$ cat config.mk
export PLATFORM = sky130hd
export DESIGN_NAME = sto_dim
export DESIGN_NICKNAME = d
export VERILOG_FILES = /design/src/hdl/strided_tensor_offset_assert.svh /design/src/hdl/sto_pkg.sv /design/src/hdl/sto_dim.sv
export SDC_FILE = /design/constraint.sdc
export NUM_CORES = 2
export LEC_CHECK = 0
export BUFFER_PORTS_ARGS = -buffer_cell sky130_fd_sc_hd__buf_2
export CAP_MARGIN = 25
export CORE_ASPECT_RATIO = 0.6
export CORE_UTILIZATION = 30
export CTS_CLUSTER_SIZE = 14
export DETAILED_ROUTE_END_ITERATION = 10
export GPL_ROUTABILITY_DRIVEN = 0
export PLACE_DENSITY = 0.49
export SLEW_MARGIN = 20
export SYNTH_ARGS = -nofsm -noshare
export SYNTH_HDL_FRONTEND = slang
export SYNTH_SLANG_ARGS = --single-unit
$ cat constraint.sdc
create_clock -name clk -period 6.7 [get_ports clk]
set_clock_uncertainty 0.1 [all_clocks]
set_input_delay 0.335 -clock clk [delete_from_list [all_inputs] [get_ports clk]]
set_output_delay 0.335 -clock clk [all_outputs]
set_load 0.01 [all_outputs]
$ cat src/hdl/strided_tensor_offset_assert.svh
// ---------------------------------------------------------------------------
// Assertion macros for the strided tensor offset generator.
// Each macro expands to a concurrent assertion, or to nothing for synthesis.
// ---------------------------------------------------------------------------
`ifndef STRIDED_TENSOR_OFFSET_ASSERT_SVH
`define STRIDED_TENSOR_OFFSET_ASSERT_SVH

`ifndef SYNTHESIS
`define STO_ASSERT_SAME(label, clk, rst_n, ante, cons) \
    label: assert property (@(posedge clk) disable iff (!rst_n) (ante) |-> (cons)) \
        else $error("assertion failed");
`define STO_ASSERT_NEXT(label, clk, rst_n, ante, cons) \
    label: assert property (@(posedge clk) disable iff (!rst_n) (ante) |=> (cons)) \
        else $error("assertion failed");
`else
`define STO_ASSERT_SAME(label, clk, rst_n, ante, cons)
`define STO_ASSERT_NEXT(label, clk, rst_n, ante, cons)
`endif

`endif

$ cat src/hdl/sto_pkg.sv
// ---------------------------------------------------------------------------
// Strided tensor offset package
// Widths, register indexes and defaults shared by the offset generator.
// ---------------------------------------------------------------------------
package sto_pkg;

    localparam int REG_DIMS      = 4;
    localparam int DEF_MAX_RANK  = 4;
    localparam int INDEX_W       = 32;
    localparam int SIZE_W        = 16;
    localparam int STEP_W        = 32;
    localparam int OFFSET_W      = 50;
    localparam int PROD_W        = SIZE_W + STEP_W;
    localparam int CFG_INDEX_W   = 4;
    localparam int CFG_DATA_W    = 32;

    typedef enum logic [CFG_INDEX_W-1:0] {
        REG_SIZE_OUTER  = 4'd0,
        REG_SIZE_SECOND = 4'd1,
        REG_SIZE_THIRD  = 4'd2,
        REG_SIZE_INNER  = 4'd3,
        REG_STEP_OUTER  = 4'd4,
        REG_STEP_SECOND = 4'd5,
        REG_STEP_THIRD  = 4'd6,
        REG_STEP_INNER  = 4'd7
    } cfg_reg_t;

endpackage

$ cat src/hdl/sto_dim.sv
// ---------------------------------------------------------------------------
// Strided tensor offset, one dimension
// Pipelined restoring divider, one quotient bit per stage, followed by a
// stride multiply stage and an accumulate stage.
// ---------------------------------------------------------------------------
module sto_dim
    import sto_pkg::*;
(
    input  logic                clk,
    input  logic                rst_n,
    input  logic                en,
    input  logic [SIZE_W-1:0]   size,
    input  logic [STEP_W-1:0]   step,
    input  logic                valid,
    input  logic [INDEX_W-1:0]  index,
    input  logic [OFFSET_W-1:0] acc,
    output logic                quot_valid,
    output logic [INDEX_W-1:0]  quot,
    output logic [OFFSET_W-1:0] quot_acc
);

    logic [SIZE_W-1:0]   divisor;

    logic                v_reg   [0:INDEX_W-1];
    logic [INDEX_W-1:0]  num_reg [0:INDEX_W-1];
    logic [SIZE_W-1:0]   rem_reg [0:INDEX_W-1];
    logic [OFFSET_W-1:0] acc_reg [0:INDEX_W-1];

    logic                v_next   [0:INDEX_W-1];
    logic [INDEX_W-1:0]  num_next [0:INDEX_W-1];
    logic [SIZE_W-1:0]   rem_next [0:INDEX_W-1];
    logic [OFFSET_W-1:0] acc_next [0:INDEX_W-1];

    logic                mul_valid_reg;
    logic [INDEX_W-1:0]  mul_quot_reg;
    logic [PROD_W-1:0]   mul_prod_reg;
    logic [OFFSET_W-1:0] mul_acc_reg;

    logic                sum_valid_reg;
    logic [INDEX_W-1:0]  sum_quot_reg;
    logic [OFFSET_W-1:0] sum_acc_reg;

    assign divisor = (size == '0) ? SIZE_W'(1) : size;

    always_comb
    begin
        logic                vin;
        logic [INDEX_W-1:0]  nin;
        logic [SIZE_W-1:0]   rin;
        logic [OFFSET_W-1:0] ain;
        logic [SIZE_W:0]     sh;
        logic                ge;
        for (int s = 0; s < INDEX_W; s++)
        begin
            if (s == 0)
            begin
                vin = valid;
                nin = index;
                rin = '0;
                ain = acc;
            end
            else
            begin
                vin = v_reg[s-1];
                nin = num_reg[s-1];
                rin = rem_reg[s-1];
                ain = acc_reg[s-1];
            end
            sh = {rin, nin[INDEX_W-1]};
            ge = (sh >= {1'b0, divisor});
            v_next[s]   = vin;
            num_next[s] = {nin[INDEX_W-2:0], ge};
            rem_next[s] = ge ? SIZE_W'(sh - {1'b0, divisor}) : sh[SIZE_W-1:0];
            acc_next[s] = ain;
        end
    end

    always_ff @(posedge clk or negedge rst_n)
    begin
        if (!rst_n)
        begin
            for (int s = 0; s < INDEX_W; s++)
            begin
                v_reg[s] <= 1'b0;
            end
            mul_valid_reg <= 1'b0;
            sum_valid_reg <= 1'b0;
        end
        else if (en)
        begin
            for (int s = 0; s < INDEX_W; s++)
            begin
                v_reg[s] <= v_next[s];
            end
            mul_valid_reg <= v_reg[INDEX_W-1];
            sum_valid_reg <= mul_valid_reg;
        end
    end

    always_ff @(posedge clk)
    begin
        if (en)
        begin
            for (int s = 0; s < INDEX_W; s++)
            begin
                num_reg[s] <= num_next[s];
                rem_reg[s] <= rem_next[s];
                acc_reg[s] <= acc_next[s];
            end
            mul_quot_reg <= num_reg[INDEX_W-1];
            mul_prod_reg <= rem_reg[INDEX_W-1] * step;
            mul_acc_reg  <= acc_reg[INDEX_W-1];
            sum_quot_reg <= mul_quot_reg;
            sum_acc_reg  <= mul_acc_reg + OFFSET_W'(mul_prod_reg);
        end
    end

    assign quot_valid = sum_valid_reg;
    assign quot       = sum_quot_reg;
    assign quot_acc   = sum_acc_reg;

endmodule

==> impl_metrics.yaml <==
layout:
  multi_input_area_um2: 43900
  drive_gt1_share_pct: 15.6
  regArea_um2: 101000
  areaGrowthSynthToFinish_pct: 17.0
  final_area_um2: 173000
  num-nets-final: 11400
  largest_reg_flops: 1600
  nFillCells: 46100
cts:
  cts_tree: "built"
  cts_buffers: 341
  insertion_delay_ns: 0.98
  clk_pin_slew_ns: 0.07
  htree_levels: 5
  clock-sinks: 3382
  clk_path_buf_depth: 4
  cts_root_buffer: "clkbuf_16"
global_route:
  grt_pass1_wl_um: 467000
  grt_pass1_vias: 77400
  grt_max_degree: 211
  overflow: 0
  track_usage_pct: 11.9
  antenna_found_initial: 32
placement:
  place_worst_setup_slack_ns: -0.474
  dpl_cell_area_um2: 159000
  hpwl_um: 202000
  io_buffers: 216
route:
  antenna_left: 0
  top_layer: "met5"
  drt-pass1-iter-count: 8
  wl_met1_um: 158000
  drt-vias-per-instance: 4.53
  routedWlPerCell_um: 18.0
  wl_um: 305000
  wl_met2_um: 119000
  dr_wl_met3_um: 19700
  drcViolationCount: 0
  vias: 76800
  first_iter_violations: 6721
critical_path:
  endpoint_kind: "register"
  critPathMaxFanout: 5
  critPathKind: "reg2reg"
  path_delay_family: "adder cells"
  cpPeakStageDelay_ns: 0.57
  critPathRequiredTime_ns: 7.25
  cp-start-kind: "register"
  worst_ep_arrival_time_ns: 7.25
  rrSetupSlack_ns: -0.009
  crit_slowest_cell: "fa_1"
  worst-path-buf-inv: 9
logic_synthesis:
  synth-warning-count: 0
  synth_nets: 10500
  ys_ff_latch: 3382
  synthArstFlopShare_pct: 1.01
  syn_area_um2: 148000
  synth-seq-area-share_pct: 68.6
  ys.flop_type: "edfxtp_1"
  synth-edff-count: 3348
  synthCells: 9277
  yosysUniqueCellTypes: 97
  syn_avg_cell_area_um2: 15.9
timing:
  grt_setup_unrepaired: "yes"
  worst_pin_slew_ns: 1.17
  finalMaxSlewViolations: 0
  finalSetupTns_ns: -0.00874
  period_needed_ns: 6.71
  fin_ws_ns: -0.00874
  hold_viol_final: 0
  finalCritPeriodShare_pct: 100
  setup_viol: 1
  slew_headroom_pct: 22.1
  fmax_mhz: 149
floorplanning:
  dieArea_um2: 496000
  die_w_um: 908
  io_pins: 217
  die_h_um: 546
  start_util_pct: 30.2
  fp-row-count: 199
  core_area_um2: 490000
outcome:
  violations: "negative setup slack"
  outcome: "finished with violations"
hold_path:
  hp-class: "in2reg"
job:
  maxCapViolCount: 0
layout by cell type (no fill, tap or decap), types with 37 or more instances in the layout:
cell	Yosys	final
dlygate4sd3_1	0	176
nor2b_1	98	98
o21bai_1	52	52
edfxtp_1	3348	3348
mux2i_1	67	67
buf_4	8	263
buf_2	14	215
inv_1	675	648
nand3_1	88	86
xnor2_1	275	271
nor2_1	357	353
nand2b_1	54	54
a21boi_0	37	37
fa_1	450	429
a31oi_1	47	46
clkinv_2	0	45
nand4_1	118	118
nand2_1	561	558
clkinv_1	3	79
o21ai_1	51	55
buf_12	1	47
nor3_1	77	74
a21oi_1	381	367
mux2_2	353	353
clkbuf_16	0	348
a21o_1	248	248
and2_1	226	213
xor2_1	171	169
o21ai_0	207	193
ha_1	666	648
or3_1	49	49
nor4_1	43	42
clkbuf_1	126	63
kinds of logic after synthesis:
kind of cell / Yosys count / share of synthesized area [%]
flops: 3382 / 68.6
simple gates: 1757 / 5.78
compound gates: 1281 / 5.63
fa+ha+maj: 1116 / 11.7
buf+inv: 850 / 2.30
xor+xnor: 446 / 2.64
mux: 445 / 3.38
stage by stage:
stage / utilization [%] / instances / hold WS [ns]
floorplan: - / 9277 / -0.0606
global placement: 32.5 / 16200 / 0.300
detailed placement: 32.5 / 16200 / 0.305
CTS: 35.1 / 16900 / 0.00556
global route: 35.3 / 17000 / 0.0854
finish: 35.3 / 17000 / 0.125
Yosys cell counts, types with 19 or more instances:
library cell / count / share of area (%)
nand4_1: 118 / 0.50
clkbuf_1: 126 / 0.32
nor3_1: 77 / 0.26
a21boi_0: 37 / 0.19
a211oi_1: 30 / 0.15
edfxtp_1: 3348 / 68
inv_1: 675 / 1.7
nand2_1: 561 / 1.4
nor2_1: 357 / 0.91
o21ai_1: 51 / 0.17
and2_1: 226 / 0.96
xor2_1: 171 / 1.0
o21ai_0: 207 / 0.70
ha_1: 666 / 5.6
and3_1: 40 / 0.17
nor4_1: 43 / 0.18
nor2b_1: 98 / 0.41
fa_1: 450 / 6.1
a21o_1: 248 / 1.3
mux2_2: 353 / 2.7
a21oi_1: 381 / 1.3
dfrtp_1: 34 / 0.58
o21a_1: 26 / 0.13
nand2b_1: 54 / 0.23
mux2i_1: 67 / 0.45
a31oi_1: 47 / 0.20
buf_6: 19 / 0.14
xnor2_1: 275 / 1.6
o21bai_1: 52 / 0.26
nand3_1: 88 / 0.30
or3_1: 49 / 0.21
worst paths after layout:
check,from,depth (start not counted),endpoint
hold reg to reg,num_reg[19][5],0,num_reg[20][6]
setup reg to reg,rem_reg[1][245],26,mul_prod_reg[44]
max in group asynchronous,rst_n,4,v_next[7]
hold / removal,index[31],4,rem_reg[0][0]
min in group asynchronous,rst_n,4,v_reg[0]
setup / recovery,rem_reg[1][245],26,mul_prod_reg[44]
final cells by class:
cell class | count | area share [%]
inverter | 679 | 1.47
sequential | 3382 | 58.6
clock inverter | 203 | 1.18
antenna | 6 | 0.00868
timing repair buffer | 723 | 3.51
clock buffer | 408 | 5.12
tap | 6532 | 4.72
multi-input combinational | 5045 | 25.4
timing repair:
item                                    4_1_cts  5_1_grt
buffers inserted                              5       21
hold endpoints to repair                    187        0
gates cloned                                  0        5
pin swaps                                    17      118
endpoints found under the setup margin       24       24
hold buffers                                177        0
gates resized for setup                      54      136
worst reg2reg max path: stages, from the launching register on:
cell	delay [ns]
edfxtp_1	0.40
buf_4	0.16
buf_12	0.14
buf_4	0.15
and2_1	0.16
fa_1	0.51
inv_1	0.05
fa_2	0.55
fa_2	0.43
inv_1	0.08
fa_2	0.44
fa_1	0.57
inv_2	0.07
fa_1	0.56
inv_1	0.07
ha_4	0.29
nand4_1	0.15
nor4_4	0.24
buf_4	0.18
inv_2	0.03
a41oi_2	0.17
o21ai_4	0.13
o31ai_4	0.29
a211oi_4	0.12
o21bai_1	0.17
a21oi_1	0.10
xnor2_1	0.14
per-layer routing:
| layer | vias up | global-route usage [%] |
|---|---|---|
| li1 | 36100 | - |
| met1 | 38100 | 19.1 |
| met2 | 2055 | 16.1 |
| met3 | 563 | 2.37 |
| met4 | 2 | 3.41 |
| met5 | - | 0 |
Power is not shown: default switching activity piles up to over one toggle a cycle in this logic, so the estimate is an artifact.
